### src/rtl/core/ica_pkg.sv
package ica_pkg;

   // Port widths fixed by the interface.
   localparam int DATA_W = 64;
   localparam int FRAC_W = 32;
   localparam int CMD_W  = 3;
   localparam int STS_W  = 2;

   // Defaults for the top level parameters.
   localparam int DEF_WIDTH     = 64;
   localparam int DEF_FRAC_BITS = 32;

   // Multiplier bits consumed per cycle by each multiply lane, capped at the operand width.
   localparam int MUL_CHUNK = 16;

   // Operation codes.
   localparam logic [CMD_W-1:0] CMD_ADD = 3'd1;
   localparam logic [CMD_W-1:0] CMD_SUB = 3'd2;
   localparam logic [CMD_W-1:0] CMD_MUL = 3'd3;
   localparam logic [CMD_W-1:0] CMD_DIV = 3'd4;
   localparam logic [CMD_W-1:0] CMD_MOD = 3'd5;
   localparam logic [CMD_W-1:0] CMD_POW = 3'd6;

   // Status codes.
   localparam logic [STS_W-1:0] STS_OK       = 2'd0;
   localparam logic [STS_W-1:0] STS_INVALID  = 2'd1;
   localparam logic [STS_W-1:0] STS_OVERFLOW = 2'd2;
   localparam logic [STS_W-1:0] STS_DIV_ZERO = 2'd3;

   // Commands from the controller to the datapath.
   typedef struct packed {
      logic load;
      logic mul_init_op;
      logic mul_init_pow;
      logic mul_step;
      logic pow_update;
      logic div_step;
      logic out_load;
   } ica_cmd_type;

   // Status from the datapath to the controller.
   typedef struct packed {
      logic [CMD_W-1:0] op;
      logic             b_zero;
      logic             exp_le0;
      logic             e_le1;
   } ica_sts_type;

endpackage

### src/rtl/core/ica_ctrl.sv
module ica_ctrl import ica_pkg::*; #(
   parameter int WIDTH     = DEF_WIDTH,
   parameter int FRAC_BITS = DEF_FRAC_BITS
) (
   input  logic        clock,
   input  logic        reset,
   input  logic        req_valid,
   output logic        req_stall,
   output logic        rsp_valid,
   input  logic        rsp_stall,
   input  ica_sts_type sts,
   output ica_cmd_type cmd
);

   localparam int CH     = (WIDTH < MUL_CHUNK) ? WIDTH : MUL_CHUNK;
   localparam int MSTEPS = (WIDTH + CH - 1) / CH;
   localparam int CNT_W  = $clog2(WIDTH + FRAC_BITS + 1);
   localparam logic [CNT_W-1:0] MUL_LAST = CNT_W'(MSTEPS - 1);
   localparam logic [CNT_W-1:0] MOD_LAST = CNT_W'(WIDTH - 1);
   localparam logic [CNT_W-1:0] DIV_LAST = CNT_W'(WIDTH + FRAC_BITS - 1);
   localparam logic [CNT_W-1:0] CNT_MAX  = CNT_W'(WIDTH + FRAC_BITS);

   typedef enum logic [2:0] {
      IDLE, DISPATCH, MUL_RUN, POW_INIT, POW_RUN, POW_UPD, DIV_RUN, FINISH
   } state_type;

   state_type        state_ff, state_in;
   logic [CNT_W-1:0] cnt_ff, cnt_in;
   logic             rsp_valid_ff, rsp_valid_in;
   logic             slot_free;
   logic [CNT_W-1:0] div_last;

   assign slot_free = !rsp_valid_ff || !rsp_stall;
   assign div_last  = (sts.op == CMD_MOD) ? MOD_LAST : DIV_LAST;

   always_comb begin
      state_in = state_ff;
      cnt_in   = cnt_ff;
      cmd      = '0;
      unique case (state_ff)
         IDLE: begin
            if (req_valid) begin
               cmd.load = 1'b1;
               state_in = DISPATCH;
            end
         end
         DISPATCH: begin
            cnt_in = '0;
            unique case (sts.op)
               CMD_MUL: begin
                  cmd.mul_init_op = 1'b1;
                  state_in        = MUL_RUN;
               end
               CMD_DIV, CMD_MOD: state_in = sts.b_zero ? FINISH : DIV_RUN;
               CMD_POW: begin
                  if (sts.exp_le0) begin
                     state_in = FINISH;
                  end else begin
                     cmd.mul_init_pow = 1'b1;
                     state_in         = POW_RUN;
                  end
               end
               default: state_in = FINISH;
            endcase
         end
         MUL_RUN: begin
            cmd.mul_step = 1'b1;
            cnt_in       = cnt_ff + 1'b1;
            if (cnt_ff == MUL_LAST) begin
               state_in = FINISH;
            end
         end
         POW_INIT: begin
            cmd.mul_init_pow = 1'b1;
            cnt_in           = '0;
            state_in         = POW_RUN;
         end
         POW_RUN: begin
            cmd.mul_step = 1'b1;
            cnt_in       = cnt_ff + 1'b1;
            if (cnt_ff == MUL_LAST) begin
               state_in = POW_UPD;
            end
         end
         POW_UPD: begin
            cmd.pow_update = 1'b1;
            state_in       = sts.e_le1 ? FINISH : POW_INIT;
         end
         DIV_RUN: begin
            cmd.div_step = 1'b1;
            cnt_in       = cnt_ff + 1'b1;
            if (cnt_ff == div_last) begin
               state_in = FINISH;
            end
         end
         FINISH: begin
            if (slot_free) begin
               cmd.out_load = 1'b1;
               state_in     = IDLE;
            end
         end
      endcase
      rsp_valid_in = cmd.out_load ? 1'b1 : (rsp_valid_ff && rsp_stall);
   end

   always_ff @(posedge clock) begin
      if (reset) begin
         state_ff     <= IDLE;
         cnt_ff       <= '0;
         rsp_valid_ff <= 1'b0;
      end else begin
         state_ff     <= state_in;
         cnt_ff       <= cnt_in;
         rsp_valid_ff <= rsp_valid_in;
      end
   end

   assign req_stall = (state_ff != IDLE);
   assign rsp_valid = rsp_valid_ff;

`ifndef ASSERT_OFF
   a_load_slot_free: assert property (@(posedge clock) disable iff (reset)
      cmd.out_load |-> slot_free)
      else $error("result loaded while the output register is still occupied");

   a_accept_dispatch: assert property (@(posedge clock) disable iff (reset)
      (state_ff == IDLE && req_valid) |=> state_ff == DISPATCH)
      else $error("accepted transfer did not reach dispatch");

   a_cnt_bound: assert property (@(posedge clock) disable iff (reset)
      cnt_ff <= CNT_MAX)
      else $error("step counter ran past the last division step");

   a_valid_from_finish: assert property (@(posedge clock) disable iff (reset)
      $rose(rsp_valid_ff) |-> $past(state_ff == FINISH))
      else $error("result valid raised outside the finish state");
`endif

endmodule

### config.mk
export PLATFORM = sky130hd
export DESIGN_NAME = ica_ctrl
export DESIGN_NICKNAME = d
export VERILOG_FILES = /design/src/rtl/core/ica_pkg.sv /design/src/rtl/core/ica_ctrl.sv
export SDC_FILE = /design/constraint.sdc
export NUM_CORES = 1
export LEC_CHECK = 0
export ABC_AREA = 1
export BUFFER_PORTS_ARGS = -buffer_cell sky130_fd_sc_hd__buf_2
export CORE_MARGIN = 8
export CORE_UTILIZATION = 50
export CTS_CLUSTER_DIAMETER = 40
export CTS_CLUSTER_SIZE = 14
export DETAILED_ROUTE_END_ITERATION = 6
export MAX_ROUTING_LAYER = met4
export PLACE_DENSITY = 0.87
export SLEW_MARGIN = 20
export SYNTH_ARGS = -nofsm -noshare
export SYNTH_HDL_FRONTEND = slang
export SYNTH_SLANG_ARGS = --single-unit
### constraint.sdc
create_clock -name clock -period 1.8 [get_ports clock]
set_clock_uncertainty 0.1 [all_clocks]
set_input_delay 0.18 -clock clock [delete_from_list [all_inputs] [get_ports clock]]
set_output_delay 0.18 -clock clock [all_outputs]
set_load 0.02 [all_outputs]
==> out/metrics.yaml, run 1 <==
outcome: "complete, no violations"
synth.cell_area_um2: 754
syn_avg_cell_area_um2: 6.18
fin_nets: 155
wire_per_inst_um: 11.5
power_density_nw_per_um2: 1330
endpoint_kind: "primary output"
clk_pin_slew_ns: 0.07
gp_congestion: 0.855
n_antenna_cell: 0
p_comb_frac: 0.544
startpoint_type: "register"
max-cap-violations: 0
ys_seq_area_frac: 0.292
netlist_instances: 122
initial_core_util: 0.519
power.net_switching_uw: 584
final_cell_mix: "nand2_1, nor2_1, buf_2, inv_1"
synth_warnings: 0
numPortBuffers: 18
htreeDepth: 1
arrival_ns: 1.37
firstDrtPassIters: 4
place_inst: 155
path_max_fanout: 7
dieArea_um2: 3010
drt-initial-drc-count: 13
grt_setup_unrepaired: "no"
cts_root_buffer: "clkbuf_4"
maxSlewHeadroom: 0.842
clkPwrFrac: 0.148
cts_buffer_depth: 2
num_rows: 14
fill_cells: 142
yosys.cell_types.count: 23
clock_latency_ns: 0.27
die_height_um: 54.8
min_period_over_period: 0.916
static-leakage-power_nw: 0.407
switching_share: 0.499
postRouteAntennaNets: 0
fmax_ghz: 0.606
core_area_um2: 1450
crit_type: "register to primary output"
drc: 0
routed_wl_mm: 1.82
internal_power_uw: 586
holdPathStages: 2
vias: 826
slew_viol_final: 0
final_common_cell: "nand2_1"
tightest_slew_ns: 0.237
final_hold_viol_count: 0
ys_ff_latch: 11
fin_crit_ns: 1.65
via_per_inst: 5.19
antenna_found_initial: 0
cts_buffers: 3
worstPathRequired_ns: 1.52
cts_sinks: 11
reg2regPathDepth: 8
setup_viol: 0
hold_path.class: "primary input to register"
grt_pass1_vias: 779
instances_no_fill: 159
grt_pass1_wl_mm: 3.01
grt_usage: 0.137
tns_ns: 0
grt_overflow: 0
ir_drop_mv: 0.606
grt_max_degree: 10
drive_gt1_frac: 0.252
die_x_um: 54.8
cts_tree: "yes"
synth_nets: 133
dp.final_hpwl_mm: 1.53
p_seq_frac: 0.308
area_growth_pct: 16.7
io_pins: 19
## per-layer routing
metal	share of wire	vias up	routed length [um]	track usage
met5	0	-	0	-
met4	0.013	0	24	0.0779
met3	0.039	2	72	0.0245
met2	0.54	9	988	0.247
met1	0.40	381	738	0.134
li1	-	434	-	-
## critical path, cell delays in order (launching register included)
cell     delay (ns)
dfxtp_1        0.41
inv_2          0.11
nor2_1         0.16
inv_1          0.11
a21oi_1        0.13
buf_2          0.18
## cells by family after synthesis
family	after synthesis	synth area share
simple gates	72	0.439
compound gates	19	0.148
buf+inv	19	0.104
flops	11	0.292
fa+ha+maj	1	0.0166
## power by group through the flow
stage | combinational, mW | sequential (mW) | clock (mW)
2_1_floorplan | 0.514 | 0.336 | 0
3_3_place_gp | 0.614 | 0.359 | 0
3_5_place_dp | 0.637 | 0.362 | 0
4_1_cts | 0.640 | 0.357 | 0.181
5_1_grt | 0.702 | 0.371 | 0.189
6_report | 0.637 | 0.361 | 0.173
## per-stage QoR
step | util | setup slack, ns | cell area (um^2) | hold slack (ns) | power, mW
after floorplan | - | 0.335 | 754 | 0.149 | 0.850
after global placement | 0.587 | 0.327 | 853 | 0.347 | 0.973
after detailed placement | 0.587 | 0.239 | 853 | 0.346 | 0.999
after CTS | 0.605 | 0.119 | 880 | 0.0528 | 1.18
after global routing | 0.606 | 0.00951 | 881 | 0.0654 | 1.26
final | 0.606 | 0.151 | 881 | 0.0552 | 1.17
## repair_timing
| action | CTS | global route |
|---|---|---|
| resized for setup | 0 | 1 |
| endpoints found under the setup margin | 0 | 1 |
| setup buffers | 0 | 0 |
| hold buffers | 0 | 0 |
## area by class of cell
type / instances / area (um^2) / share of cell area
Inverter: 18 / 67.6 / 0.0767
Sequential cell: 11 / 221 / 0.251
Clock buffer: 4 / 26.3 / 0.0298
Tap cell: 16 / 20.0 / 0.0227
Multi-Input combinational cell: 92 / 455 / 0.517
Timing Repair Buffer: 18 / 90.1 / 0.102
## flip-flops by register name (all words and copies together), names as in the netlist
register / count
cnt_ff: 7
state_ff: 3
rsp_valid: 1
## Yosys cell counts (all sizes together)
cell | instances | share of area
a21boi | 1 | 0.010
a21oi | 11 | 0.088
buf | 1 | 0.015
dfxtp | 11 | 0.29
ha | 1 | 0.017
inv | 18 | 0.090
nand2 | 33 | 0.18
nand3 | 9 | 0.066
nand3b | 2 | 0.020
nand4 | 1 | 0.0083
nor2 | 22 | 0.12
nor3 | 4 | 0.033
nor4 | 1 | 0.0083
o211ai | 1 | 0.010
o21ai | 6 | 0.040
## path summary, 6_finish.rpt
path         slack [ns]                        to                      from
max                0.15                    cmd[4]  state_ff[0]$_SDFFE_PP0P_
min                0.06      rsp_valid$_SDFF_PP0_                     reset
max reg2reg        0.23  state_ff[0]$_SDFFE_PP0P_    cnt_ff[0]$_SDFFE_PP0P_
min reg2reg        0.38      rsp_valid$_SDFF_PP0_      rsp_valid$_SDFF_PP0_
Note: power is estimated with default switching activity, not from simulation.
==> run 2, diff against run 1 <==
==> constraint.sdc (replaced) <==
create_clock -name clock -period 2 [get_ports clock]
set_clock_uncertainty 0.1 [all_clocks]
set_input_delay 0.2 -clock clock [delete_from_list [all_inputs] [get_ports clock]]
set_output_delay 0.2 -clock clock [all_outputs]
set_load 0.02 [all_outputs]
==> run 2 against run 1 <==
Global-route usage rose by 0.41 points. Final cell count did not move. Combinational power fell by 10%. Utilization fell by 0.086 points. First-iteration DRC count rose by 46%. Worst hold slack improved by 0.022 ns. Flip-flop and latch count did not move. Via count rose by 1.3%. Count of clock-buffer cells in the layout did not move. Non-clock buffer count did not move. Critical endpoint is now cmd[0].
==> out/metrics.yaml, run 2 (synthesis gave the netlist of run 1 again) <==
outcome: "complete, no violations"
crit_family: "flip-flops"
place_inst: 155  # unchanged
max-cap-violations: 0  # unchanged
wl_met1_um: 731  # -0.95%
antenna_found_initial: 0  # unchanged
fill_cells: 142  # unchanged
ctsResizeCount: 0  # unchanged
num_rows: 14  # unchanged
cts_buffers: 3  # unchanged
clock_latency_ns: 0.27  # about the same
holdPathStages: 2  # unchanged
dp.final_hpwl_mm: 1.50  # -1.7%
critPathMaxStageDelay_ns: 0.52  # +0.11 ns
clkPwrFrac: 0.151  # +0.003
p_comb_frac: 0.542  # -0.002
htreeDepth: 1  # unchanged
reg2reg_to: "state_ff[0]$_SDFFE_PP0P_"
core_area_um2: 1450  # unchanged
routed_wl_mm: 1.82  # -0.11%
worstPathRequired_ns: 1.70  # +0.18 ns
postRouteAntennaNets: 0  # unchanged
min_period_over_period: 0.851
n_antenna_cell: 0  # unchanged
drc: 0  # unchanged
cts_root_buffer: "clkbuf_4"
crit_buf_inv: 2  # -1
final_common_cell: "nand2_1"
wl_met2_um: 967  # -2.1%
whs_ns: 0.0774  # +0.0222 ns
final_hold_viol_count: 0  # unchanged
setup_viol: 0  # unchanged
grt_setup_unrepaired: "no"
ff_latch_area_um2: 220  # -0.56%
reg2regPathDepth: 8  # unchanged
die_x_um: 54.8  # unchanged
ir_drop_mv: 0.543  # -10%
dr.max_layer_used: "met4"
power_mw: 1.05  # -10%
path_max_fanout: 9  # +2
startpoint_type: "register"
gp_congestion: 0.853  # -0.23%
tightest_slew_ns: 0.340  # +0.103 ns
tns_ns: 0  # unchanged
maxSlewHeadroom: 0.773  # -0.0685
wire_per_inst_um: 11.5  # -0.11%
fin_crit_ns: 1.70
reg2reg_slack_ns: 0.42  # +0.19 ns
power.net_switching_uw: 527  # -9.7%
arrival_ns: 1.40  # +0.03 ns
crit_type: "register to primary output"
met3WireLength_um: 81  # +13%
drive_gt1_frac: 0.245  # -0.00699
grt_pass1_wl_mm: 3.01  # unchanged
multi_input_area_um2: 455  # unchanged
cts_buffer_depth: 2  # unchanged
drt-initial-drc-count: 19  # +6
r2r_start: "cnt_ff[0]$_SDFFE_PP0P_"
min_to: "cnt_ff[2]$_SDFFE_PP0P_"
postCtsHoldBufs: 0  # unchanged
largest_reg_flops: 7  # unchanged
initial_core_util: 0.519  # unchanged
holdCritStartpoint: "reset"
fin_nets: 155  # unchanged
endpoint_kind: "primary output"
dieArea_um2: 3010  # unchanged
grt_pass1_vias: 775  # -0.51%
hold_path.class: "primary input to register"
via_per_inst: 5.26  # +1.3%
final_cell_mix: "nand2_1, nor2_1, buf_2, inv_1, dfxtp_1"
internal_power_uw: 526  # -10%
instances_no_fill: 159  # unchanged
cts_sinks: 11  # unchanged
fmax_ghz: 0.587
firstDrtPassIters: 4  # unchanged
cpMaxStageDelayCell: "dfxtp_1"
grt_usage: 0.141  # +0.00415
static-leakage-power_nw: 0.406  # about the same
regMostFlops: "cnt_ff"
cts_tree: "yes"
die_height_um: 54.8  # unchanged
postCtsSetupRepairBufs: 0  # unchanged
p_seq_frac: 0.307  # about the same
cpMostUsedCell: "nor2_1"
numPortBuffers: 18  # unchanged
power_density_nw_per_um2: 1200  # -9.9%
area_growth_pct: 16.6
clk_pin_slew_ns: 0.07  # about the same
grt_max_degree: 10  # unchanged
slew_viol_final: 0  # unchanged
path_cells: "nand2_1, nor2_1, inv_1, nor2_1, buf_2"
vias: 837  # +1.3%
grt_overflow: 0  # unchanged
switching_share: 0.501  # +0.00185
io_pins: 19  # unchanged
-- run 2: cell count changes in the layout (fill, tap and decap cells not counted) --
cell / delta
dfxtp_1: +1
dfxtp_2: -1
-- run 2: per-stage QoR --
step / cell area, um^2 / utilization / setup WS (ns)
after floorplan: 754 / - / 0.515
after global placement: 853 / 0.587 / 0.527
after detailed placement: 853 / 0.587 / 0.442
after CTS: 880 / 0.605 / 0.297
after global routing: 880 / 0.605 / 0.0632
final: 880 / 0.605 / 0.298
-- run 2: worst max-delay path by stage --
stage                                   from  slack [ns]  cells past startpoint                        to
finish              state_ff[1]$_SDFFE_PP0P_        0.30                      5                    cmd[0]
global route        state_ff[1]$_SDFFE_PP0P_        0.06                      5                    cmd[0]
CTS                 state_ff[1]$_SDFFE_PP0P_        0.30                      5                    cmd[0]
detailed placement    cnt_ff[0]$_SDFFE_PP0P_        0.44                      8  state_ff[0]$_SDFFE_PP0P_
global placement      cnt_ff[0]$_SDFFE_PP0P_        0.53                      8  state_ff[0]$_SDFFE_PP0P_
floorplan           state_ff[0]$_SDFFE_PP0P_        0.52                      2                    cmd[5]
-- run 2: power by group through the flow --
stage               clock (mW)  sequential (mW)  combinational, mW
floorplan                    0            0.302              0.463
global placement             0            0.323              0.553
detailed placement           0            0.327              0.572
CTS                      0.163            0.321              0.574
global route             0.171            0.332              0.637
finish                   0.158            0.323              0.571
-- run 2: final cells by class --
cell class	count	share of cell area
Clock buffer	4	0.0299
Inverter	18	0.0768
Multi-Input combinational cell	92	0.518
Sequential cell	11	0.250
Tap cell	16	0.0228
Timing Repair Buffer	18	0.102
-- run 2: layer usage --
metal,vias up,track usage
met5,-,-
met4,0,0.102
met3,5,0.0353
met2,14,0.251
met1,383,0.127
li1,435,-
==> run 3, diff against run 2 <==
--- a/config.mk
+++ b/config.mk
@@ -7,6 +7,7 @@
 export LEC_CHECK = 0
 export ABC_AREA = 1
 export BUFFER_PORTS_ARGS = -buffer_cell sky130_fd_sc_hd__buf_2
+export CORE_ASPECT_RATIO = 0.9
 export CORE_MARGIN = 8
 export CORE_UTILIZATION = 50
 export CTS_CLUSTER_DIAMETER = 40
==> run 3 against run 2 <==
Maximum frequency is 1.1% higher. Sequential power barely moved. Die area barely moved. Critical path type unchanged. Power decreased by 1.2%. Via count shrank 3.2%. Count of clock-buffer cells in the layout is the same. Cell area decreased by 0.14%. Critical endpoint unchanged. Setup slack better by 0.018 ns. Final cell count down 0.63%. Wire length decreased by 2.3%.
==> out/metrics.yaml, run 3 (synthesis gave the netlist of run 1 again) <==
io_pins: 19  # unchanged
power_density_nw_per_um2: 1180  # -1.1%
via_per_inst: 5.13  # -2.6%
worstSetupStartpoint: "state_ff[1]$_SDFFE_PP0P_"
die_x_um: 56.9  # +3.8%
wire_per_inst_um: 11.3  # -1.7%
grt_usage: 0.132  # -0.00997
grt_pass1_vias: 736  # -5.0%
reg2reg_to: "state_ff[0]$_SDFFE_PP0P_"
ctsResizeCount: 0  # unchanged
setup_viol: 0  # unchanged
cts_buffer_depth: 2  # unchanged
postCtsHoldBufs: 0  # unchanged
worstPathRequired_ns: 1.70  # about the same
cts_root_buffer: "clkbuf_4"
arrival_ns: 1.38  # -0.02 ns
holdCritStartpoint: "reset"
max-cap-violations: 0  # unchanged
largest_reg_flops: 7  # unchanged
reg2regPathDepth: 8  # unchanged
numPortBuffers: 18  # unchanged
firstDrtPassIters: 4  # unchanged
hold_path.class: "primary input to register"
r2r_start: "cnt_ff[0]$_SDFFE_PP0P_"
routed_wl_mm: 1.78  # -2.3%
grt_max_degree: 10  # unchanged
clk_pin_slew_ns: 0.07  # about the same
ir_drop_mv: 0.608  # +12%
drc: 0  # unchanged
drt-initial-drc-count: 17  # -2
cts_sinks: 11  # unchanged
area_growth_pct: 16.4
whs_ns: 0.0821  # +0.00464 ns
slew_viol_final: 0  # unchanged
die_height_um: 52.9  # -3.6%
vias: 810  # -3.2%
n_antenna_cell: 0  # unchanged
final_core_utilization: 0.614  # +0.00865
grt_overflow: 0  # unchanged
dp.final_hpwl_mm: 1.45  # -3.2%
htreeDepth: 1  # unchanged
cts_buffers: 3  # unchanged
gp_congestion: 0.847  # -0.81%
min_period_over_period: 0.842  # -0.00910
endpoint_kind: "primary output"
cts_tree: "yes"
postRouteAntennaNets: 0  # unchanged
tns_ns: 0  # unchanged
final_hold_viol_count: 0  # unchanged
critPathCapture: "cmd[0]"
final_cell_mix: "nand2_1, nor2_1, buf_2, inv_1, dfxtp_1"
fin_crit_ns: 1.68  # -0.0182 ns
fin_nets: 155  # unchanged
setup_ws_ns: 0.316  # +0.0182 ns
path_max_fanout: 9  # unchanged
grt_setup_unrepaired: "no"
dieArea_um2: 3010  # about the same
dpl_worst_slack_ns: 0.473  # +0.0311 ns
clock_latency_ns: 0.27  # about the same
crit_type: "register to primary output"
antenna_found_initial: 0  # unchanged
core_area_um2: 1430  # -1.5%
final_common_cell: "nand2_1"
num_rows: 13  # -1
postCtsSetupRepairBufs: 0  # unchanged
reg2reg_slack_ns: 0.45  # +0.03 ns
startpoint_type: "register"
static-leakage-power_nw: 0.406  # unchanged
initial_core_util: 0.527  # +0.00816
drive_gt1_frac: 0.245  # unchanged
regMostFlops: "cnt_ff"
fmax_ghz: 0.594  # +1.1%
tightest_slew_ns: 0.342  # +0.00209 ns
maxSlewHeadroom: 0.772  # -0.00140
grt_pass1_wl_mm: 3.08  # +2.3%
outcome: "complete, no violations"
[run 3: worst max-delay path, cell delays in order, from the launching register on]
cell and delay, ns:
dfxtp_1 0.52, nand2_1 0.14, nor2_1 0.13, inv_1 0.07, nor2_1 0.08, buf_2 0.17
[run 3: where the power goes]
group	internal [mW]	switching, mW
combinational	0.187	0.375
clock	0.0774	0.0762
sequential	0.262	0.0624
total	0.526	0.514
[run 3: stage by stage]
step	total power, mW	area, um^2	cells
finish	1.04	878	158
global route	1.14	878	158
CTS	1.05	878	158
detailed placement	0.892	852	154
global placement	0.876	852	154
floorplan	0.765	754	122
[run 3: area by class of cell]
| type | count | area [um^2] |
|---|---|---|
| clock buffers | 4 | 26.3 |
| fillers | 148 | 553 |
| inverters | 18 | 67.6 |
| multi-input cells | 92 | 455 |
| flip-flops and latches | 11 | 220 |
| well taps | 15 | 18.8 |
| repair buffers | 18 | 90.1 |
[run 3: layer usage]
layer | track usage | part of all wire | up-vias
li1 | - | - | 433
met1 | 0.138 | 0.44 | 351
met2 | 0.218 | 0.48 | 23
met3 | 0.0431 | 0.069 | 3
met4 | 0.0703 | 0.016 | 0
met5 | - | 0 | -
[run 3: worst min path at each step]
stage | slack [ns] | endpoint | cells past startpoint
floorplan | 0.17 | cnt_ff[1]$_SDFFE_PP0P_ | 1
global placement | 0.36 | cnt_ff[0]$_SDFFE_PP0P_ | 1
detailed placement | 0.37 | rsp_valid$_SDFF_PP0_ | 2
CTS | 0.08 | cnt_ff[6]$_SDFFE_PP0P_ | 2
global route | 0.09 | cnt_ff[2]$_SDFFE_PP0P_ | 2
finish | 0.08 | cnt_ff[6]$_SDFFE_PP0P_ | 2
